**src/rtl/iev_pkg.sv**
```systemverilog
// ----------------------------------------------------------------------------
// Input event queue package
// Shared types, codes and reset values for the input event queue.
// ----------------------------------------------------------------------------
package iev_pkg;

    // Navigation event codes as held in the queue.
    typedef enum logic [2:0] {
        EV_NONE   = 3'd0,
        EV_UP     = 3'd1,
        EV_DOWN   = 3'd2,
        EV_LEFT   = 3'd3,
        EV_RIGHT  = 3'd4,
        EV_SELECT = 3'd5,
        EV_BACK   = 3'd6,
        EV_HOLD   = 3'd7
    } t_event;

    // Commands carried by an input beat.
    typedef enum logic [1:0] {
        CMD_UPDATE = 2'd0,
        CMD_POP    = 2'd1,
        CMD_CLEAR  = 2'd2,
        CMD_NOP    = 2'd3
    } t_cmd;

    // Configuration register indexes (byte address / 4).
    typedef enum logic [2:0] {
        REG_SOURCE_ENABLE = 3'd0,
        REG_CODE_UP       = 3'd1,
        REG_CODE_DOWN     = 3'd2,
        REG_CODE_LEFT     = 3'd3,
        REG_CODE_RIGHT    = 3'd4,
        REG_CODE_SELECT   = 3'd5,
        REG_CODE_BACK     = 3'd6
    } t_reg;

    // Bit positions in source_enable.
    localparam int SRC_BUTTON  = 0;
    localparam int SRC_ENCODER = 1;
    localparam int SRC_KEYPAD  = 2;

    // Configuration port geometry.
    localparam int CFG_AW = 5;
    localparam int CFG_DW = 32;

    // Push slots in one update, in their fixed order.
    localparam int NUM_PUSH      = 6;
    localparam int SLOT_BTN_SEL  = 0;
    localparam int SLOT_BTN_HOLD = 1;
    localparam int SLOT_ENC_DIR  = 2;
    localparam int SLOT_ENC_SEL  = 3;
    localparam int SLOT_ENC_HOLD = 4;
    localparam int SLOT_KEY      = 5;

    // Default ring size.
    localparam int QUEUE_DEPTH_DEF = 8;

    // Reset values of the configuration registers.
    localparam logic [2:0] RST_SOURCE_ENABLE = 3'd7;
    localparam logic [7:0] RST_CODE_UP       = 8'd50;
    localparam logic [7:0] RST_CODE_DOWN     = 8'd56;
    localparam logic [7:0] RST_CODE_LEFT     = 8'd52;
    localparam logic [7:0] RST_CODE_RIGHT    = 8'd54;
    localparam logic [7:0] RST_CODE_SELECT   = 8'd35;
    localparam logic [7:0] RST_CODE_BACK     = 8'd42;

    // Keypad character that means no key is pressed.
    localparam logic [7:0] CHAR_NONE = 8'd0;

    // Configuration handed to the datapath.
    typedef struct packed {
        logic [2:0] source_enable;
        logic [7:0] code_up;
        logic [7:0] code_down;
        logic [7:0] code_left;
        logic [7:0] code_right;
        logic [7:0] code_select;
        logic [7:0] code_back;
    } t_cfg;

    // One decoded step: command plus the candidate pushes in order.
    typedef struct packed {
        logic [1:0]                cmd;
        logic [NUM_PUSH-1:0]       vld;
        logic [NUM_PUSH-1:0][2:0]  ev;
    } t_step;

endpackage

```
**src/rtl/iev_in_if.sv**
```systemverilog
// ----------------------------------------------------------------------------
// Input event queue input channel
// Valid/ready channel that carries one update, pop or clear beat.
// ----------------------------------------------------------------------------
interface iev_in_if;
    logic              valid;
    logic              ready;
    logic [1:0]        cmd;
    logic              btn_clicked;
    logic              btn_held;
    logic signed [7:0] enc_delta;
    logic              enc_clicked;
    logic              enc_held;
    logic [7:0]        pad_char;

    modport source (
        output valid, cmd, btn_clicked, btn_held, enc_delta, enc_clicked, enc_held,
               pad_char,
        input  ready
    );
    modport sink (
        input  valid, cmd, btn_clicked, btn_held, enc_delta, enc_clicked, enc_held,
               pad_char,
        output ready
    );
endinterface

```
**src/rtl/iev_out_if.sv**
```systemverilog
// ----------------------------------------------------------------------------
// Input event queue result channel
// Valid/ready channel that carries one result beat per input beat.
// ----------------------------------------------------------------------------
interface iev_out_if;
    logic       valid;
    logic       ready;
    logic [2:0] popped_event;
    logic [2:0] front_event;
    logic       is_empty;

    modport source (
        output valid, popped_event, front_event, is_empty,
        input  ready
    );
    modport sink (
        input  valid, popped_event, front_event, is_empty,
        output ready
    );
endinterface

```
**src/rtl/iev_cfg_regs.sv**
```systemverilog
// ----------------------------------------------------------------------------
// Input event queue configuration registers
// APB-style register file for source enables and keypad key codes.
// ----------------------------------------------------------------------------
module iev_cfg_regs (
    input  logic                       i_clk,
    input  logic                       i_rst_n,
    input  logic                       psel,
    input  logic                       penable,
    input  logic                       pwrite,
    input  logic [iev_pkg::CFG_AW-1:0] paddr,
    input  logic [iev_pkg::CFG_DW-1:0] pwdata,
    output logic [iev_pkg::CFG_DW-1:0] prdata,
    output logic                       pready,
    output iev_pkg::t_cfg              o_cfg
);

    iev_pkg::t_cfg r_cfg;
    logic          wr_en;
    logic [2:0]    reg_idx;

    // Registers are word aligned; the low address bits are ignored.
    assign reg_idx = paddr[iev_pkg::CFG_AW-1:2];
    assign wr_en   = psel && penable && pwrite;
    assign pready  = 1'b1;
    assign o_cfg   = r_cfg;

    // Register writes in the access phase.
    always_ff @(posedge i_clk) begin
        if (!i_rst_n) begin
            r_cfg.source_enable <= iev_pkg::RST_SOURCE_ENABLE;
            r_cfg.code_up       <= iev_pkg::RST_CODE_UP;
            r_cfg.code_down     <= iev_pkg::RST_CODE_DOWN;
            r_cfg.code_left     <= iev_pkg::RST_CODE_LEFT;
            r_cfg.code_right    <= iev_pkg::RST_CODE_RIGHT;
            r_cfg.code_select   <= iev_pkg::RST_CODE_SELECT;
            r_cfg.code_back     <= iev_pkg::RST_CODE_BACK;
        end else if (wr_en) begin
            unique case (iev_pkg::t_reg'(reg_idx))
                iev_pkg::REG_SOURCE_ENABLE: r_cfg.source_enable <= pwdata[2:0];
                iev_pkg::REG_CODE_UP:       r_cfg.code_up       <= pwdata[7:0];
                iev_pkg::REG_CODE_DOWN:     r_cfg.code_down     <= pwdata[7:0];
                iev_pkg::REG_CODE_LEFT:     r_cfg.code_left     <= pwdata[7:0];
                iev_pkg::REG_CODE_RIGHT:    r_cfg.code_right    <= pwdata[7:0];
                iev_pkg::REG_CODE_SELECT:   r_cfg.code_select   <= pwdata[7:0];
                iev_pkg::REG_CODE_BACK:     r_cfg.code_back     <= pwdata[7:0];
                default: begin
                end
            endcase
        end
    end

    // Read data mux; unmapped addresses read as zero.
    always_comb begin
        prdata = '0;
        unique case (iev_pkg::t_reg'(reg_idx))
            iev_pkg::REG_SOURCE_ENABLE: prdata = {{(iev_pkg::CFG_DW-3){1'b0}},
                                                  r_cfg.source_enable};
            iev_pkg::REG_CODE_UP:     prdata = {{(iev_pkg::CFG_DW-8){1'b0}}, r_cfg.code_up};
            iev_pkg::REG_CODE_DOWN:   prdata = {{(iev_pkg::CFG_DW-8){1'b0}}, r_cfg.code_down};
            iev_pkg::REG_CODE_LEFT:   prdata = {{(iev_pkg::CFG_DW-8){1'b0}}, r_cfg.code_left};
            iev_pkg::REG_CODE_RIGHT:  prdata = {{(iev_pkg::CFG_DW-8){1'b0}}, r_cfg.code_right};
            iev_pkg::REG_CODE_SELECT: prdata = {{(iev_pkg::CFG_DW-8){1'b0}},
                                                r_cfg.code_select};
            iev_pkg::REG_CODE_BACK:   prdata = {{(iev_pkg::CFG_DW-8){1'b0}}, r_cfg.code_back};
            default:                  prdata = '0;
        endcase
    end

endmodule

```
**src/rtl/iev_event_gen.sv**
```systemverilog
// ----------------------------------------------------------------------------
// Input event queue event generator
// Turns one input beat into up to six ordered candidate pushes.
// ----------------------------------------------------------------------------
module iev_event_gen (
    input  logic              i_clk,
    input  logic              i_rst_n,
    input  logic              i_acc,
    input  iev_pkg::t_cfg     i_cfg,
    input  logic [1:0]        i_cmd,
    input  logic              i_btn_clicked,
    input  logic              i_btn_held,
    input  logic signed [7:0] i_enc_delta,
    input  logic              i_enc_clicked,
    input  logic              i_enc_held,
    input  logic [7:0]        i_pad_char,
    output iev_pkg::t_step    o_step
);

    logic [7:0]       r_prev_char;
    iev_pkg::t_event  key_ev;
    logic             btn_en;
    logic             enc_en;
    logic             pad_en;
    logic             key_new;

    assign btn_en  = i_cfg.source_enable[iev_pkg::SRC_BUTTON];
    assign enc_en  = i_cfg.source_enable[iev_pkg::SRC_ENCODER];
    assign pad_en  = i_cfg.source_enable[iev_pkg::SRC_KEYPAD];
    assign key_new = (i_pad_char != iev_pkg::CHAR_NONE) && (i_pad_char != r_prev_char);

    // Key mapping; the first matching code wins.
    always_comb begin
        if (i_pad_char == i_cfg.code_up) begin
            key_ev = iev_pkg::EV_UP;
        end else if (i_pad_char == i_cfg.code_down) begin
            key_ev = iev_pkg::EV_DOWN;
        end else if (i_pad_char == i_cfg.code_left) begin
            key_ev = iev_pkg::EV_LEFT;
        end else if (i_pad_char == i_cfg.code_right) begin
            key_ev = iev_pkg::EV_RIGHT;
        end else if (i_pad_char == i_cfg.code_select) begin
            key_ev = iev_pkg::EV_SELECT;
        end else if (i_pad_char == i_cfg.code_back) begin
            key_ev = iev_pkg::EV_BACK;
        end else begin
            key_ev = iev_pkg::EV_NONE;
        end
    end

    // Candidate pushes in their fixed order.
    always_comb begin
        o_step.cmd = i_cmd;

        o_step.ev[iev_pkg::SLOT_BTN_SEL]  = iev_pkg::EV_SELECT;
        o_step.vld[iev_pkg::SLOT_BTN_SEL] = btn_en && i_btn_clicked;

        o_step.ev[iev_pkg::SLOT_BTN_HOLD]  = iev_pkg::EV_HOLD;
        o_step.vld[iev_pkg::SLOT_BTN_HOLD] = btn_en && i_btn_held;

        // A negative delta is up, a positive one down, zero gives nothing.
        o_step.ev[iev_pkg::SLOT_ENC_DIR]  = i_enc_delta[7] ? iev_pkg::EV_UP : iev_pkg::EV_DOWN;
        o_step.vld[iev_pkg::SLOT_ENC_DIR] = enc_en && (i_enc_delta != 8'sd0);

        o_step.ev[iev_pkg::SLOT_ENC_SEL]  = iev_pkg::EV_SELECT;
        o_step.vld[iev_pkg::SLOT_ENC_SEL] = enc_en && i_enc_clicked;

        o_step.ev[iev_pkg::SLOT_ENC_HOLD]  = iev_pkg::EV_HOLD;
        o_step.vld[iev_pkg::SLOT_ENC_HOLD] = enc_en && i_enc_held;

        o_step.ev[iev_pkg::SLOT_KEY]  = key_ev;
        o_step.vld[iev_pkg::SLOT_KEY] = pad_en && key_new && (key_ev != iev_pkg::EV_NONE);
    end

    // The last key is tracked only on updates with the keypad enabled.
    always_ff @(posedge i_clk) begin
        if (!i_rst_n) begin
            r_prev_char <= iev_pkg::CHAR_NONE;
        end else if (i_acc && (iev_pkg::t_cmd'(i_cmd) == iev_pkg::CMD_UPDATE) && pad_en) begin
            r_prev_char <= i_pad_char;
        end
    end

endmodule

```
**src/rtl/iev_ring.sv**
```systemverilog
// ----------------------------------------------------------------------------
// Input event queue ring
// Overwriting ring of events, pointer update for one step and result register.
// ----------------------------------------------------------------------------
module iev_ring #(
    parameter int QUEUE_DEPTH = iev_pkg::QUEUE_DEPTH_DEF
) (
    input  logic           i_clk,
    input  logic           i_rst_n,
    input  logic           i_in_valid,
    output logic           o_in_ready,
    input  iev_pkg::t_step i_step,
    output logic           o_out_valid,
    input  logic           i_out_ready,
    output logic [2:0]     o_popped_event,
    output logic [2:0]     o_front_event,
    output logic           o_is_empty
);

    localparam int              PW   = $clog2(QUEUE_DEPTH);
    localparam logic [PW-1:0]   LAST = PW'(QUEUE_DEPTH - 1);

    logic [2:0]    r_store [QUEUE_DEPTH];
    logic [2:0]    n_store [QUEUE_DEPTH];
    logic [PW-1:0] r_wp;
    logic [PW-1:0] r_rp;
    logic [PW-1:0] n_wp;
    logic [PW-1:0] n_rp;
    logic          r_out_vld;
    logic [2:0]    r_popped;
    logic [2:0]    r_front;
    logic          r_empty;
    logic [2:0]    n_popped;
    logic [2:0]    n_front;
    logic          n_empty;
    logic          acc;

    logic [PW-1:0]       waddr [iev_pkg::NUM_PUSH];
    logic [iev_pkg::NUM_PUSH-1:0] wen;

    function automatic logic [PW-1:0] incr(input logic [PW-1:0] p);
        return (p == LAST) ? '0 : p + 1'b1;
    endfunction

    // A new beat is taken whenever the result register is free or draining.
    assign o_in_ready = !r_out_vld || i_out_ready;
    assign acc        = i_in_valid && o_in_ready;

    // Pointer walk over the pushes of one update, or a pop or a clear.
    always_comb begin
        logic [PW-1:0] wp;
        logic [PW-1:0] rp;
        logic [PW-1:0] nxt;
        wp       = r_wp;
        rp       = r_rp;
        nxt      = '0;
        wen      = '0;
        n_popped = iev_pkg::EV_NONE;
        for (int i = 0; i < iev_pkg::NUM_PUSH; i++) begin
            waddr[i] = '0;
        end
        if (acc) begin
            case (iev_pkg::t_cmd'(i_step.cmd))
                iev_pkg::CMD_UPDATE: begin
                    for (int i = 0; i < iev_pkg::NUM_PUSH; i++) begin
                        waddr[i] = wp;
                        if (i_step.vld[i]) begin
                            nxt = incr(wp);
                            // A full ring loses its oldest event.
                            if (nxt == rp) begin
                                rp = incr(rp);
                            end
                            wen[i] = 1'b1;
                            wp     = nxt;
                        end
                    end
                end
                iev_pkg::CMD_POP: begin
                    if (wp != rp) begin
                        n_popped = r_store[rp];
                        rp       = incr(rp);
                    end
                end
                iev_pkg::CMD_CLEAR: begin
                    wp = '0;
                    rp = '0;
                end
                default: begin
                end
            endcase
        end
        n_wp = wp;
        n_rp = rp;
    end

    // Per-entry write select; a later push into the same slot wins.
    always_comb begin
        for (int e = 0; e < QUEUE_DEPTH; e++) begin
            n_store[e] = r_store[e];
            for (int i = 0; i < iev_pkg::NUM_PUSH; i++) begin
                if (wen[i] && (waddr[i] == PW'(e))) begin
                    n_store[e] = i_step.ev[i];
                end
            end
        end
    end

    // Queue status after the step.
    assign n_empty = (n_wp == n_rp);
    assign n_front = n_empty ? iev_pkg::EV_NONE : n_store[n_rp];

    // Event store; entries are only read once written.
    always_ff @(posedge i_clk) begin
        for (int e = 0; e < QUEUE_DEPTH; e++) begin
            r_store[e] <= n_store[e];
        end
    end

    // Pointers.
    always_ff @(posedge i_clk) begin
        if (!i_rst_n) begin
            r_wp <= '0;
            r_rp <= '0;
        end else begin
            r_wp <= n_wp;
            r_rp <= n_rp;
        end
    end

    // Result register.
    always_ff @(posedge i_clk) begin
        if (!i_rst_n) begin
            r_out_vld <= 1'b0;
        end else if (acc) begin
            r_out_vld <= 1'b1;
        end else if (i_out_ready) begin
            r_out_vld <= 1'b0;
        end
    end

    always_ff @(posedge i_clk) begin
        if (acc) begin
            r_popped <= n_popped;
            r_front  <= n_front;
            r_empty  <= n_empty;
        end
    end

    assign o_out_valid    = r_out_vld;
    assign o_popped_event = r_popped;
    assign o_front_event  = r_front;
    assign o_is_empty     = r_empty;

    // The reported empty flag agrees with the pointers it was taken from.
    a_empty_matches_ptrs: assert property (@(posedge i_clk) disable iff (!i_rst_n)
        acc |=> (r_empty == (r_wp == r_rp)))
        else $error("empty flag disagrees with the ring pointers");

    // Only a pop can report a removed event.
    a_popped_only_on_pop: assert property (@(posedge i_clk) disable iff (!i_rst_n)
        (acc && (iev_pkg::t_cmd'(i_step.cmd) != iev_pkg::CMD_POP))
        |=> (r_popped == iev_pkg::EV_NONE))
        else $error("event reported as popped on a step that was not a pop");

    // A clear leaves an empty ring with both pointers at the origin.
    a_clear_resets_ring: assert property (@(posedge i_clk) disable iff (!i_rst_n)
        (acc && (iev_pkg::t_cmd'(i_step.cmd) == iev_pkg::CMD_CLEAR))
        |=> (r_wp == '0 && r_rp == '0 && r_empty))
        else $error("clear did not empty the ring");

    // An update that pushes anything leaves a non-empty ring.
    a_push_not_empty: assert property (@(posedge i_clk) disable iff (!i_rst_n)
        (acc && (iev_pkg::t_cmd'(i_step.cmd) == iev_pkg::CMD_UPDATE) && (i_step.vld != '0))
        |=> (!r_empty && r_front != iev_pkg::EV_NONE))
        else $error("ring empty after a push");

endmodule

```
**src/rtl/input_event_queue_top.sv**
```systemverilog
// ----------------------------------------------------------------------------
// Input event queue top level
// Merges button, encoder and keypad reports into a ring of navigation events.
// ----------------------------------------------------------------------------
// One beat is accepted in every clock cycle while results are taken, and its
// result beat appears in the result register on the following cycle; the
// input is ready whenever that register is empty or being taken in the same
// cycle. The rate rests on the ring update, which places all six possible
// pushes of an update in one pass through the pointer logic. The ring keeps
// QUEUE_DEPTH-1 events and a push into a full ring discards the oldest one.
// Reset needs no clearing pass: the queue starts empty and is usable at once.
module input_event_queue_top #(
    parameter int QUEUE_DEPTH = iev_pkg::QUEUE_DEPTH_DEF
) (
    input  logic                       i_clk,
    input  logic                       i_rst_n,
    iev_in_if.sink                     i_in,
    iev_out_if.source                  o_out,
    input  logic                       psel,
    input  logic                       penable,
    input  logic                       pwrite,
    input  logic [iev_pkg::CFG_AW-1:0] paddr,
    input  logic [iev_pkg::CFG_DW-1:0] pwdata,
    output logic [iev_pkg::CFG_DW-1:0] prdata,
    output logic                       pready
);

    iev_pkg::t_cfg  cfg;
    iev_pkg::t_step step;
    logic           in_ready;
    logic           acc;

    assign i_in.ready = in_ready;
    assign acc        = i_in.valid && in_ready;

    // Configuration registers.
    iev_cfg_regs u_cfg (
        .i_clk   (i_clk),
        .i_rst_n (i_rst_n),
        .psel    (psel),
        .penable (penable),
        .pwrite  (pwrite),
        .paddr   (paddr),
        .pwdata  (pwdata),
        .prdata  (prdata),
        .pready  (pready),
        .o_cfg   (cfg)
    );

    // Candidate events from the input beat.
    iev_event_gen u_gen (
        .i_clk         (i_clk),
        .i_rst_n       (i_rst_n),
        .i_acc         (acc),
        .i_cfg         (cfg),
        .i_cmd         (i_in.cmd),
        .i_btn_clicked (i_in.btn_clicked),
        .i_btn_held    (i_in.btn_held),
        .i_enc_delta   (i_in.enc_delta),
        .i_enc_clicked (i_in.enc_clicked),
        .i_enc_held    (i_in.enc_held),
        .i_pad_char    (i_in.pad_char),
        .o_step        (step)
    );

    // Ring and result register.
    iev_ring #(
        .QUEUE_DEPTH (QUEUE_DEPTH)
    ) u_ring (
        .i_clk          (i_clk),
        .i_rst_n        (i_rst_n),
        .i_in_valid     (i_in.valid),
        .o_in_ready     (in_ready),
        .i_step         (step),
        .o_out_valid    (o_out.valid),
        .i_out_ready    (o_out.ready),
        .o_popped_event (o_out.popped_event),
        .o_front_event  (o_out.front_event),
        .o_is_empty     (o_out.is_empty)
    );

endmodule
```
**src/flat_wrapper.sv**
```systemverilog
// flat-port wrapper written by rule: the top's interface ports become plain ports
module input_event_queue_top_flat 
#(
    parameter int QUEUE_DEPTH = iev_pkg::QUEUE_DEPTH_DEF
)
  (i_clk, i_rst_n, psel, penable, pwrite, paddr, pwdata, prdata, pready, i_in_valid, i_in_cmd, i_in_btn_clicked, i_in_btn_held, i_in_enc_delta, i_in_enc_clicked, i_in_enc_held, i_in_pad_char, i_in_ready, o_out_valid, o_out_popped_event, o_out_front_event, o_out_is_empty, o_out_ready);
  iev_in_if i_in_i ();
  iev_out_if o_out_i ();
  input  logic i_clk;
  input  logic i_rst_n;
  input  logic psel;
  input  logic penable;
  input  logic pwrite;
  input  logic [iev_pkg::CFG_AW-1:0] paddr;
  input  logic [iev_pkg::CFG_DW-1:0] pwdata;
  output logic [iev_pkg::CFG_DW-1:0] prdata;
  output logic pready;
  input wire logic [$bits(i_in_i.valid)-1:0] i_in_valid;
  input wire logic [$bits(i_in_i.cmd)-1:0] i_in_cmd;
  input wire logic [$bits(i_in_i.btn_clicked)-1:0] i_in_btn_clicked;
  input wire logic [$bits(i_in_i.btn_held)-1:0] i_in_btn_held;
  input wire logic [$bits(i_in_i.enc_delta)-1:0] i_in_enc_delta;
  input wire logic [$bits(i_in_i.enc_clicked)-1:0] i_in_enc_clicked;
  input wire logic [$bits(i_in_i.enc_held)-1:0] i_in_enc_held;
  input wire logic [$bits(i_in_i.pad_char)-1:0] i_in_pad_char;
  output wire logic [$bits(i_in_i.ready)-1:0] i_in_ready;
  output wire logic [$bits(o_out_i.valid)-1:0] o_out_valid;
  output wire logic [$bits(o_out_i.popped_event)-1:0] o_out_popped_event;
  output wire logic [$bits(o_out_i.front_event)-1:0] o_out_front_event;
  output wire logic [$bits(o_out_i.is_empty)-1:0] o_out_is_empty;
  input wire logic [$bits(o_out_i.ready)-1:0] o_out_ready;
  assign i_in_i.valid = i_in_valid;
  assign i_in_i.cmd = i_in_cmd;
  assign i_in_i.btn_clicked = i_in_btn_clicked;
  assign i_in_i.btn_held = i_in_btn_held;
  assign i_in_i.enc_delta = i_in_enc_delta;
  assign i_in_i.enc_clicked = i_in_enc_clicked;
  assign i_in_i.enc_held = i_in_enc_held;
  assign i_in_i.pad_char = i_in_pad_char;
  assign i_in_ready = i_in_i.ready;
  assign o_out_valid = o_out_i.valid;
  assign o_out_popped_event = o_out_i.popped_event;
  assign o_out_front_event = o_out_i.front_event;
  assign o_out_is_empty = o_out_i.is_empty;
  assign o_out_i.ready = o_out_ready;
  input_event_queue_top #(.QUEUE_DEPTH(QUEUE_DEPTH)) u_core (.i_clk(i_clk), .i_rst_n(i_rst_n), .i_in(i_in_i), .o_out(o_out_i), .psel(psel), .penable(penable), .pwrite(pwrite), .paddr(paddr), .pwdata(pwdata), .prdata(prdata), .pready(pready));
endmodule
```
**config.mk**
```make
export PLATFORM = sky130hd
export DESIGN_NAME = input_event_queue_top_flat
export DESIGN_NICKNAME = d
export VERILOG_FILES = /design/src/rtl/iev_pkg.sv /design/src/rtl/iev_in_if.sv /design/src/rtl/iev_out_if.sv /design/src/rtl/iev_cfg_regs.sv /design/src/rtl/iev_event_gen.sv /design/src/rtl/iev_ring.sv /design/src/rtl/input_event_queue_top.sv /design/src/flat_wrapper.sv
export SDC_FILE = /design/constraint.sdc
export NUM_CORES = 1
export LEC_CHECK = 0
export ABC_AREA = 1
export BUFFER_PORTS_ARGS = -buffer_cell sky130_fd_sc_hd__buf_4
export CAP_MARGIN = 0
export CORE_MARGIN = 5
export CORE_UTILIZATION = 35
export CTS_CLUSTER_SIZE = 28
export DETAILED_ROUTE_END_ITERATION = 16
export HOLD_SLACK_MARGIN = 0.15
export PLACE_DENSITY = 0.63
export SLEW_MARGIN = 20
export SYNTH_ARGS = -nofsm -noshare
export SYNTH_HDL_FRONTEND = slang
export SYNTH_HIERARCHICAL = 1
export SYNTH_SLANG_ARGS = --single-unit
```
**constraint.sdc**
```tcl
create_clock -name i_clk -period 11.9 [get_ports i_clk]
set_input_delay 2.38 -clock i_clk [delete_from_list [all_inputs] [get_ports i_clk]]
set_output_delay 2.38 -clock i_clk [all_outputs]
set_load 0.03 [all_outputs]
```
==> results of run 1 <==
-- Yosys cell counts, types with 18 or more instances --
library cell  count
a21oi_1          36
buf_4            50
dfxtp_1          90
inv_1           177
nand2_1         430
nand2_2          27
nand3_1         117
nand4_1          39
nor2_1          203
o211ai_1         37
o21ai_0         111
o221ai_1         18
xor2_1           21
-- where the power goes --
part / switching [mW] / leakage, nW / internal, mW
logic: 0.408 / 3.70 / 0.207
registers: 0.0418 / 0.804 / 0.370
clock network: 0.136 / 0.140 / 0.146
total: 0.586 / 4.65 / 0.723
-- registers in the layout, summed over array words and instances (netlist names) --
name	flops
u_core/u_ring/o_out_valid	1
u_core/u_ring/r_wp	3
u_core/u_cfg/o_cfg	51
u_core/u_ring/r_store	24
u_core/u_ring/o_is_empty	1
u_core/u_ring/o_popped_event	3
u_core/u_ring/r_rp	3
u_core/u_ring/o_front_event	3
u_core/u_gen/r_prev_char	8
-- worst max-delay path by stage --
stage,from,end,slack [ps]
after floorplan,i_in_btn_clicked,u_core/u_ring/o_front_event[0],4970
after global placement,i_in_btn_clicked,u_core/u_ring/o_front_event[0],3470
after detailed placement,i_in_btn_clicked,u_core/u_ring/o_front_event[0],3380
after CTS,i_in_btn_clicked,u_core/u_ring/o_front_event[0],3750
after global routing,i_in_btn_clicked,u_core/u_ring/o_front_event[0],3230
final,i_in_btn_clicked,u_core/u_ring/o_front_event[0],3700
-- cells in the final DEF (no fill, tap or decap), types with 7 or more instances in the layout --
cell / Yosys / routed
o221ai_1: 18 / 18
nand3_1: 117 / 117
nor2_2: 13 / 13
nor2_4: 8 / 8
conb_1: 4 / 38
a21oi_1: 36 / 36
nand4_1: 39 / 39
xor2_1: 21 / 21
nand2_1: 430 / 430
clkbuf_16: 0 / 9
o21ai_0: 111 / 111
o22ai_1: 8 / 8
inv_1: 177 / 177
ha_1: 15 / 15
buf_4: 50 / 56
inv_4: 8 / 8
dfxtp_1: 90 / 90
o211ai_1: 37 / 37
nand2_2: 27 / 27
edfxtp_1: 7 / 7
xnor2_1: 11 / 11
or2_2: 9 / 9
nor2_1: 203 / 203
-- logic make-up after synthesis --
group,Yosys count,share of synthesized area (%)
AND/OR/NAND/NOR,876,42.58
XOR/XNOR,36,3.848
buffers and inverters,276,14.72
other,4,0.1620
flip-flops,97,21.71
AO/OA/AOI/OAI,230,14.96
adder cells (fa/ha/maj),15,2.025
-- critical path: cells and delay by family --
kind	cells	cell delay [ps]
AOI/OAI and AO/OA	7	2000
xor gates and xnor gates	1	330
adders and majority gates	5	1640
buffers and inverters	6	630
and+or+nand+nor	12	1320
-- metrics by stage --
step	instances	utilization (%)	hold WS, ps	worst slack [ps]	power [mW]
after floorplan	1568	-	465.6	4971	0.8788
final	1891	38.02	495.2	3701	1.309
after global routing	1891	38.02	535.0	3227	1.400
after CTS	1891	38.02	498.3	3748	1.305
after global placement	1875	36.90	483.1	3470	1.013
after detailed placement	1875	36.90	486.7	3377	1.019
-- final cells by class --
| class | count | area share, % |
|---|---|---|
| tap | 335 | 4.230 |
| clock inverter | 7 | 0.6693 |
| timing repair buffer | 56 | 4.243 |
| multi-input combinational | 1195 | 60.75 |
| clock buffer | 9 | 2.273 |
| inverter | 192 | 7.526 |
| sequential | 97 | 20.31 |
-- per-layer routing --
metal	GRT usage, %	vias up
li1	-	4931
met1	26.12	4263
met2	30.82	294
met3	2.183	46
met4	6.747	0
met5	0	-
==> reports/metrics.csv, run 1 <==
stage,metric,value,unit
clocking,clk_pin_slew,70,ps
logic_synthesis,synth_cells,1534,
grt,grt.total_usage,18.99,%
critical_path,type_of_origin_of_the_critical_path,input pin,
logic_synthesis,synth_seq_cells,97,
logic_synthesis,synth_enable_flop_cells,7,
logic_synthesis,synth_largest_area_cell,dfxtp_1,
floorplanning,die_x,172.7,um
job,max_cap_viol_count,0,
logic_synthesis,synth-async-reset-ratio,0,%
status,run_status,"finished, final reports clean",
clocking,clock-sinks,97,
layout,diodes,0,
critical_path,cp-end-kind,register,
drt,dr.max_layer_used,met4,
floorplanning,die_height,172.7,um
power_and_ir_drop,leakagePower,4.646,nW
critical_path,timing.critical_path.slowest_stage_cell,o21ai_0,
timing,finalHoldViolCount,0,
layout,layout.cell_area.non_filler,9908,um^2
clocking,cts_tree,built,
layout,multi_input_area,6020,um^2
place,detailed_place_hpwl,23430,um
floorplanning,design.die.area,29830,um^2
min_path,min_from,u_core/u_cfg/o_cfg[35],
drt,detailroute.via_count,9534,
clocking,cts.htree.levels,3,
timing,worstMarginPinSlew,924.9,ps
logic_synthesis,synth-main-ff-cell,dfxtp_1,
layout,layout-area-overhead-vs-synth,6.912,%
timing,final_max_slew_viol_count,0,
place,instance_area_at_placement,9617,um^2
drt,drt-met1-wl,13880,um
logic_synthesis,yosys_warnings,6,
layout,nNetsFinal,1632,
power_and_ir_drop,ir_worst_vdd,0.06752,mV
clocking,cts_repair_resize_count,0,
layout,nFillCells,2884,
min_path,worst_hold_path.endpoint,u_core/u_cfg/o_cfg[35],
min_path,whs_path_depth,2,
critical_path,rr_startpoint,u_core/u_cfg/o_cfg[48],
floorplanning,rows,59,
timing,rsz0062_at_grt,false,
logic_synthesis,synthesized_area,9268,um^2
timing,max_slew_margin,38.00,%
logic_synthesis,synth_top_area_share,19.44,%
critical_path,critical_path_peak_fanout,17,
critical_path,r2r_slack,5280,ps
power_and_ir_drop,cellPowerDensity,132.1,nW/um^2
drt,route.met2.wl,13340,um
clocking,max-clock-path-buffers,2,
drt,route.detailed.vias_per_inst,5.042,
timing,post_route_clock_skew,10.64,ps
floorplanning,initial_utilization,35.56,%
drt,route.final.wire_length,29790,um
drt,drt_first_pass_iters,6,
drt,ant_nets,0,
place,gp_routability_congestion,0.9499,
place,portBuffers,56,
clocking,post_cts_hold_buffer_count,0,
grt,grt_start_max_net_pins,62,
clocking,postCtsSetupBuffers,0,
grt,first_global_vias,8656,
logic_synthesis,post_synth_main_area_contributors,"dfxtp_1 (19%), nand2_1 (17%), nor2_1 (8.2%)",
critical_path,r2r_end,u_core/u_ring/o_front_event[0],
grt,initial_antenna_violation_count,0,
critical_path,cp.required,12000,ps
clocking,clockRootBuffer,clkbuf_16,
floorplanning,placeableCoreArea,26060,um^2
critical_path,critical_path_arrival,8300,ps
logic_synthesis,yosys.cell_types.count,51,
critical_path,timing.critical_path.slowest_cell_delay,500,ps
clocking,cts_buffer_count,9,
min_path,path_class_of_the_lowest_slack_min_delay_path,reg -> reg,
timing,max_freq,122.0,MHz
timing,finalSetupViolations,0,
layout,final-seq-area,2012,um^2
drt,wl_met3,1717,um
drt,drt_iter0_drc,847,
timing,final_critical_path_share_of_the_clock_period,68.90,%
critical_path,critPathKind,in -> reg,
drt,wl_per_cell,15.75,um
timing,totalNegativeSetupSlack,0,ps
clocking,clk_latency,350,ps
grt,globalRoute.totalOverflow,0,
logic_synthesis,synthesis.area_per_instance,6.041,um^2
timing,period_needed,8199,ps
drt,route.detailed.drc,0,
critical_path,worst_r2r_path_depth,30,
logic_synthesis,synth.yosys.seq_area_share,21.71,%
layout,layout_cell_share_with_drive_strength_beyond_1,11.12,%
floorplanning,pin_count,108,
grt,grt_first_pass_wirelength,46620,um
(Power assumes the default switching activity.)
==> run 2, diff against run 1 <==
Settings changed: ABC_AREA 1 to 0.
Clock period 11.9 ns to 8.4 ns, I/O delays scaled along.
==> run 2 against run 1 <==
Net effect:
- combinational power rose to 3.2 times the previous value
- critical path depth up 1
- count of clock-buffer cells in the layout is the same
- sequential power grew 48%
- cell count down 16%
- register-to-register slack worse by 4500 ps
- wire length fell by 2.9%
- core utilization is 1.6 points higher
- synthesized area increased by 2.4%
- first-iteration DRC count is 0.47% higher
- critical path type unchanged
- largest power group unchanged
==> reports/metrics.csv, run 2 <==
stage,metric,value,unit,change
layout,nFillCells,2727,,-5.4%
grt,globalRoute.totalOverflow,0,,unchanged
power_and_ir_drop,cellPowerDensity,286.0,nW/um^2,+120%
place,dp_cells,1569,,-16%
timing,post_route_clock_skew,20.39,ps,+9.746 ps
drt,detailroute.via_count,8881,,-6.8%
drt,drt_iter0_drc,851,,+0.47%
logic_synthesis,yosys.cell_types.count,99,,+94%
power_and_ir_drop,leakagePower,4.367,nW,-6.0%
logic_synthesis,synthesis.area_per_instance,7.898,um^2,+31%
clocking,max-clock-path-buffers,2,,unchanged
clocking,clk_latency,370,ps,+20 ps
layout,layout.cells.most_common_list,"nand2_1 (133), mux2i_1 (122), buf_4 (107), nor2_1 (107), dfxtp_1 (90)",,
clocking,cts_tree,built,,
grt,initial_antenna_violation_count,1,,+1
layout,layout-area-overhead-vs-synth,11.94,%,
critical_path,cp.required,8560,ps,-3440 ps
logic_synthesis,synth.top_cells.by_count,"nand2_1 (133), mux2i_1 (123), nor2_1 (109), dfxtp_1 (90), xnor2_1 (64)",,
critical_path,critical_path_arrival,8250,ps,-50 ps
logic_synthesis,synth.yosys.seq_area_share,21.19,%,-0.52 points
power_and_ir_drop,internal-power,1.595,mW,+120%
critical_path,critPathKind,in -> reg,,
power_and_ir_drop,share_clk_of_total_power,14.6,%,-6.9 points
drt,route.detailed.drc,0,,unchanged
power_and_ir_drop,p_comb_share,65.4,%,+18 points
critical_path,type_of_origin_of_the_critical_path,input pin,,
place,gp_routability_congestion,0.9161,,-3.6%
clocking,cts_buffer_count,9,,unchanged
timing,finalHoldViolCount,0,,unchanged
logic_synthesis,synth-main-ff-cell,dfxtp_1,,
place,detailed_place_hpwl,22240,um,-5.1%
logic_synthesis,post_synth_main_area_contributors,"dfxtp_1 (19%), mux2i_1 (13%), xnor2_1 (5.9%)",,
critical_path,timing.critical_path.slowest_stage_cell,or3_4,,
grt,first_global_vias,8283,,-4.3%
clocking,cts.htree.levels,3,,unchanged
timing,final_max_slew_viol_count,0,,unchanged
timing,final_critical_path_share_of_the_clock_period,96.24,%,
timing,totalNegativeSetupSlack,0,ps,unchanged
critical_path,cp-end-kind,register,,
floorplanning,pin_count,108,,unchanged
logic_synthesis,yosys_warnings,6,,unchanged
layout,nNetsFinal,1323,,-19%
grt,grt_start_max_net_pins,80,,+29%
logic_synthesis,synth-async-reset-ratio,0,%,unchanged
logic_synthesis,synth_enable_flop_cells,7,,unchanged
clocking,post_cts_hold_buffer_count,0,,unchanged
layout,final_util,39.65,%,+1.6 points
job,max_cap_viol_count,0,,unchanged
logic_synthesis,synth_largest_area_cell,dfxtp_1,,
drt,ant_nets,0,,unchanged
floorplanning,design.die.area,30520,um^2,+2.3%
timing,max_slew_margin,40.02,%,+2.0 points
logic_synthesis,synth_top_area_share,18.98,%,-0.46 points
logic_synthesis,synthMostInstantiatedCell,nand2_1,,
timing,period_needed,8084,ps,
timing,final.setup.worst_slack,316.0,ps,-3385 ps
place,portBuffers,56,,unchanged
layout,most_common_cell_after_layout_fill_and_taps_aside,nand2_1,,
drt,drt_first_pass_iters,6,,unchanged
power_and_ir_drop,pwr-share-seq,20.0,%,-12 points
floorplanning,die_height,174.7,um,+1.1%
logic_synthesis,synthesized_area,9493,um^2,+2.4%
place,dpl_worst_slack,-164.7,ps,-3541 ps
floorplanning,initial_utilization,35.42,%,-0.14 points
drt,route.detailed.vias_per_inst,5.593,,+11%
layout,diodes,0,,unchanged
timing,max_freq,123.7,MHz,
floorplanning,die_x,174.7,um,+1.1%
drt,route.final.wire_length,28910,um,-2.9%
drt,wl_per_cell,18.21,um,+16%
clocking,clock-sinks,97,,unchanged
timing,finalSetupViolations,0,,unchanged
layout,layout.cells.non_filler,1588,,-16%
critical_path,timing.critical_path.slowest_cell_delay,420,ps,-80 ps
layout,layout_cell_share_with_drive_strength_beyond_1,16.12,%,+5.0 points
power_and_ir_drop,p_sw_share,47.51,%,+2.7 points
timing,worstMarginPinSlew,899.7,ps,-25.20 ps
power_and_ir_drop,p_switching,1.444,mW,+150%
floorplanning,rows,60,,+1.7%
critical_path,critical_path_peak_fanout,11,,-6
floorplanning,placeableCoreArea,26800,um^2,+2.8%
status,run_status,"finished, final reports clean",,
logic_synthesis,synth_cells,1202,,-22%
power_and_ir_drop,fin_total_pwr,3.039,mW,+130%
layout,largest_register_ffs,51,,unchanged
power_and_ir_drop,ir_worst_vdd,0.2045,mV,+200%
grt,grt_first_pass_wirelength,45410,um,-2.6%
clocking,clockRootBuffer,clkbuf_16,,
min_path,path_class_of_the_lowest_slack_min_delay_path,reg -> reg,,
grt,grt.total_usage,18.18,%,-0.81 points
clocking,clk_pin_slew,90,ps,+20 ps
logic_synthesis,synth_seq_cells,97,,unchanged
[run 2: cell count changes in the layout (fill, tap and decap cells not counted), sizes merged, moves of 29 or more]
| cell | delta |
|---|---|
| buf | +54 |
| a211oi | +36 |
| nor3 | +29 |
| nand2 | -326 |
| o21ai | -83 |
| nor2 | -117 |
| nor2b | +47 |
| nand3 | -97 |
| mux2i | +124 |
| xnor2 | +56 |
| inv | -162 |
[run 2: power by group through the flow]
stage / combinational [mW] / sequential [mW] / clock (mW)
final: 1.99 / 0.608 / 0.443
after floorplan: 1.34 / 0.606 / 0
after CTS: 1.89 / 0.603 / 0.448
after global placement: 1.85 / 0.614 / 0
after global routing: 2.15 / 0.613 / 0.469
after detailed placement: 1.88 / 0.613 / 0
[run 2: what timing repair did]
action	in CTS	in global routing
setup buffers	0	3
setup endpoints to repair	0	4
resized for setup	0	21
[run 2: layer usage]
layer	part of all wire (%)	wire length [um]	track usage, %	up-vias
met5	0	0	0	-
met4	2.2	622	5.139	0
met3	6.5	1878	2.575	48
met2	47	13450	29.91	360
met1	45	12970	24.92	4133
li1	-	-	-	4340
[run 2: per-stage QoR]
stage	hold WS [ps]	area, um^2
after global routing	513.7	10630
after global placement	471.1	10180
final	492.6	10630
after CTS	494.7	10500
after floorplan	456.5	9649
after detailed placement	481.6	10190
[run 2: kinds of logic (layout without fill, tap and decap cells)]
family	count (synthesis)	count (layout)	share of synthesized area [%]
simple gates	474	474	25.14
compound gates	241	241	18.31
buf+inv	144	155	8.501
mux	141	141	16.28
flops	97	97	21.19
xor+xnor	86	86	8.449
fa+ha+maj	15	15	1.977
other cells	4	38	0.1581
[run 2: layout make-up]
type,count,area (um^2),share of cell area (%)
timing repair buffer,110,830.8,7.818
clock inverter,7,88.84,0.8360
sequential,97,2012,18.93
multi-input combinational,995,6933,65.24
clock buffer,9,225.2,2.119
inverter,29,110.1,1.036
tap,341,426.7,4.015
[run 2: path summary, 6_finish.rpt]
kind | end | start | cells past startpoint | slack [ps]
max | u_core/u_ring/o_front_event[1] | i_in_btn_clicked | 32 | 320
min | u_core/u_cfg/o_cfg[23] | u_core/u_cfg/o_cfg[23] | 2 | 490
max reg2reg | u_core/u_ring/o_front_event[1] | u_core/u_ring/r_wp[2] | 29 | 830
min reg2reg | u_core/u_cfg/o_cfg[23] | u_core/u_cfg/o_cfg[23] | 2 | 490
[run 2: worst max-delay path, delay by kind of cell]
family,cells,cell delay (ps)
simple gates,13,2990
compound gates,9,1820
fa+ha+maj,3,870
buf+inv,7,860
==> run 3, diff against run 2 <==
Settings changed: CORE_MARGIN 5 to 1.5, PLACE_DENSITY 0.63 to 0.65.
Clock period 8.4 ns to 7 ns, I/O delays scaled along.
==> run 3 against run 2 <==
Net effect:
- the flow now finishes with violations (negative setup slack)
- critical path type unchanged
- first-iteration DRC count grew 8.2%
- count of clock-buffer cells in the layout stayed put
- setup slack got worse by 440 ps
- global-route usage is 2.8 points higher
- wire length grew 2.8%
- die area down 7.9%
- cell count is 4.8% higher
- clock skew fell by 2.8 ps
==> reports/metrics.csv, run 3 (synthesis results as in run 2) <==
stage,metric,value,unit,change
layout,layout_cell_share_with_drive_strength_beyond_1,23.89,%,+7.8 points
power_and_ir_drop,internal-power,2.209,mW,+38%
layout,final_util,42.72,%,+3.1 points
timing,post_route_clock_skew,17.56,ps,-2.830 ps
power_and_ir_drop,cellPowerDensity,356.1,nW/um^2,+25%
power_and_ir_drop,p_switching,1.868,mW,+29%
layout,layout.cells.non_filler,1665,,+4.8%
power_and_ir_drop,ir_worst_vdd,0.2986,mV,+46%
power_and_ir_drop,share_clk_of_total_power,13.0,%,-1.6 points
layout,layout.cells.most_common_list,"buf_4 (182), nand2_1 (133), mux2i_1 (120)",,
min_path,whs_path_depth,2,,unchanged
grt,grt.total_usage,21.03,%,+2.8 points
clocking,clk_latency,370,ps,about the same
floorplanning,die_x,167.7,um,-4.0%
clocking,post_cts_hold_buffer_count,0,,unchanged
timing,max_freq,140.4,MHz,
status,failed_checks,negative setup slack,,
place,detailed_place_hpwl,22970,um,+3.3%
drt,route.final.wire_length,29740,um,+2.8%
floorplanning,placeableCoreArea,26800,um^2,unchanged
layout,layout.cell_area.non_filler,11450,um^2,+7.7%
critical_path,crit_path_end,u_core/u_ring/o_front_event[0],,
clocking,cts.htree.levels,3,,unchanged
clocking,max-clock-path-buffers,2,,unchanged
power_and_ir_drop,fin_total_pwr,4.077,mW,+34%
critical_path,cp.required,7190,ps,-1370 ps
place,dp_cells,1633,,+4.1%
status,run_status,"complete, but fails checks",,
timing,finalHoldViolCount,0,,unchanged
layout,largest_register_ffs,51,,unchanged
timing,max_slew_margin,33.95,%,-6.1 points
critical_path,type_of_origin_of_the_critical_path,input pin,,
layout,layout-area-overhead-vs-synth,20.61,%,
critical_path,critical_path_peak_fanout,6,,-5
critical_path,r2r_end,u_core/u_ring/o_front_event[0],,
critical_path,critPathKind,in -> reg,,
critical_path,timing.critical_path.slowest_cell_delay,390,ps,-30 ps
drt,route.detailed.vias_per_inst,5.472,,-2.2%
clocking,clockRootBuffer,clkbuf_16,,
clocking,clk_pin_slew,90,ps,about the same
clocking,cts_tree,built,,
grt,globalRoute.totalOverflow,0,,unchanged
clocking,clock-sinks,97,,unchanged
grt,grt_first_pass_wirelength,47310,um,+4.2%
critical_path,worst-path-stages,33,,+3.1%
timing,rsz0062_at_grt,true,,
timing,worstMarginPinSlew,981.8,ps,+82.00 ps
power_and_ir_drop,p_comb_share,69.5,%,+4.1 points
place,instance_area_at_placement,10800,um^2,+6.0%
timing,final_critical_path_share_of_the_clock_period,101.7,%,
timing,final.setup.worst_slack,-120.2,ps,-436.2 ps
drt,detailroute.via_count,9111,,+2.6%
drt,wl_per_cell,17.86,um,-1.9%
floorplanning,initial_utilization,35.42,%,unchanged
floorplanning,pin_count,108,,unchanged
timing,final.hold.worst_slack,495.0,ps,+2.360 ps
clocking,cts_buffer_count,9,,unchanged
place,portBuffers,56,,unchanged
layout,nNetsFinal,1399,,+5.7%
critical_path,rr_startpoint,u_core/u_ring/r_wp[0],,
critical_path,r2r_slack,240,ps,-590 ps
grt,grt_start_max_net_pins,80,,unchanged
timing,totalNegativeSetupSlack,-312.3,ps,-312.3 ps
drt,drt_iter0_drc,921,,+8.2%
min_path,path_class_of_the_lowest_slack_min_delay_path,reg -> reg,,
grt,first_global_vias,8880,,+7.2%
timing,period_needed,7120,ps,
drt,route.detailed.drc,0,,unchanged
drt,drt_first_pass_iters,5,,-1
grt,initial_antenna_violation_count,0,,-1
floorplanning,design.die.area,28120,um^2,-7.9%
place,gp_routability_congestion,0.9526,,+4.0%
layout,most_common_cell_after_layout_fill_and_taps_aside,buf_4,,
critical_path,worstSetupStartpoint,i_in_btn_clicked,,
critical_path,critical_path_arrival,7310,ps,-940 ps
timing,finalSetupViolations,3,,+3
job,max_cap_viol_count,0,,unchanged
floorplanning,die_height,167.7,um,-4.0%
power_and_ir_drop,leakagePower,4.816,nW,+10%
critical_path,worst_r2r_path_depth,29,,unchanged
place,dpl_worst_slack,-638.3,ps,-473.6 ps
critical_path,timing.critical_path.slowest_stage_cell,nor4_2,,
power_and_ir_drop,p_sw_share,45.83,%,-1.7 points
drt,ant_nets,0,,unchanged
critical_path,cp-end-kind,register,,
floorplanning,rows,60,,unchanged
critical_path,cp_top_family,simple AND/OR/NAND/NOR gates,,
critical_path,critical_path_buf_inv_count,7,,unchanged
timing,final_max_slew_viol_count,0,,unchanged
power_and_ir_drop,pwr-share-seq,17.5,%,-2.5 points
-- run 3: cell count changes in the layout (fill, tap and decap cells not counted), sizes merged --
cell	previous run	this run
buf	110	186
clkinv	5	6
diode	0	1
inv	31	30
-- run 3: repair_timing --
action	in CTS	in global routing
setup buffers	2	13
pin swaps	6	20
gates resized for setup	10	30
setup endpoints to repair	4	4
-- run 3: metal layers --
layer  GRT usage [%]  part of all wire [%]
met1           27.81                    45
met5               0                     0
met3           3.545                   6.0
met2           34.95                    47
met4           6.345                   2.2
-- run 3: worst min-delay path by stage --
stage	startpoint	endpoint	slack, ps
4_1_cts	u_core/u_cfg/o_cfg[34]	u_core/u_cfg/o_cfg[34]	490
3_3_place_gp	u_core/u_cfg/o_cfg[14]	u_core/u_cfg/o_cfg[14]	470
6_report	u_core/u_cfg/o_cfg[34]	u_core/u_cfg/o_cfg[34]	490
5_1_grt	u_core/u_cfg/o_cfg[27]	u_core/u_cfg/o_cfg[27]	510
3_5_place_dp	u_core/u_cfg/o_cfg[34]	u_core/u_cfg/o_cfg[34]	480
2_1_floorplan	u_core/u_cfg/o_cfg[25]	u_core/u_cfg/o_cfg[25]	460
-- run 3: power by group through the flow --
stage          clock (mW)  sequential [mW]  combinational (mW)
2_1_floorplan           0            0.727                1.70
3_3_place_gp            0            0.726                2.50
3_5_place_dp            0            0.724                2.55
4_1_cts             0.538            0.711                2.62
5_1_grt             0.558            0.723                3.08
6_report            0.528            0.715                2.83
-- run 3: cell type report --
class / count / area [um^2]
Tap cell: 341 / 426.7
Clock buffer: 9 / 225.2
Multi-Input combinational cell: 995 / 7152
Antenna cell: 1 / 2.502
Sequential cell: 97 / 2012
Inverter: 29 / 117.6
Clock inverter: 7 / 93.84
Fill cell: 2674 / 15350
Timing Repair Buffer: 186 / 1420
-- run 3: tightest hold or removal path: stages (launching register included) --
cell     delay (ps)
dfxtp_1         340
nand2_1          60
mux2i_1          60
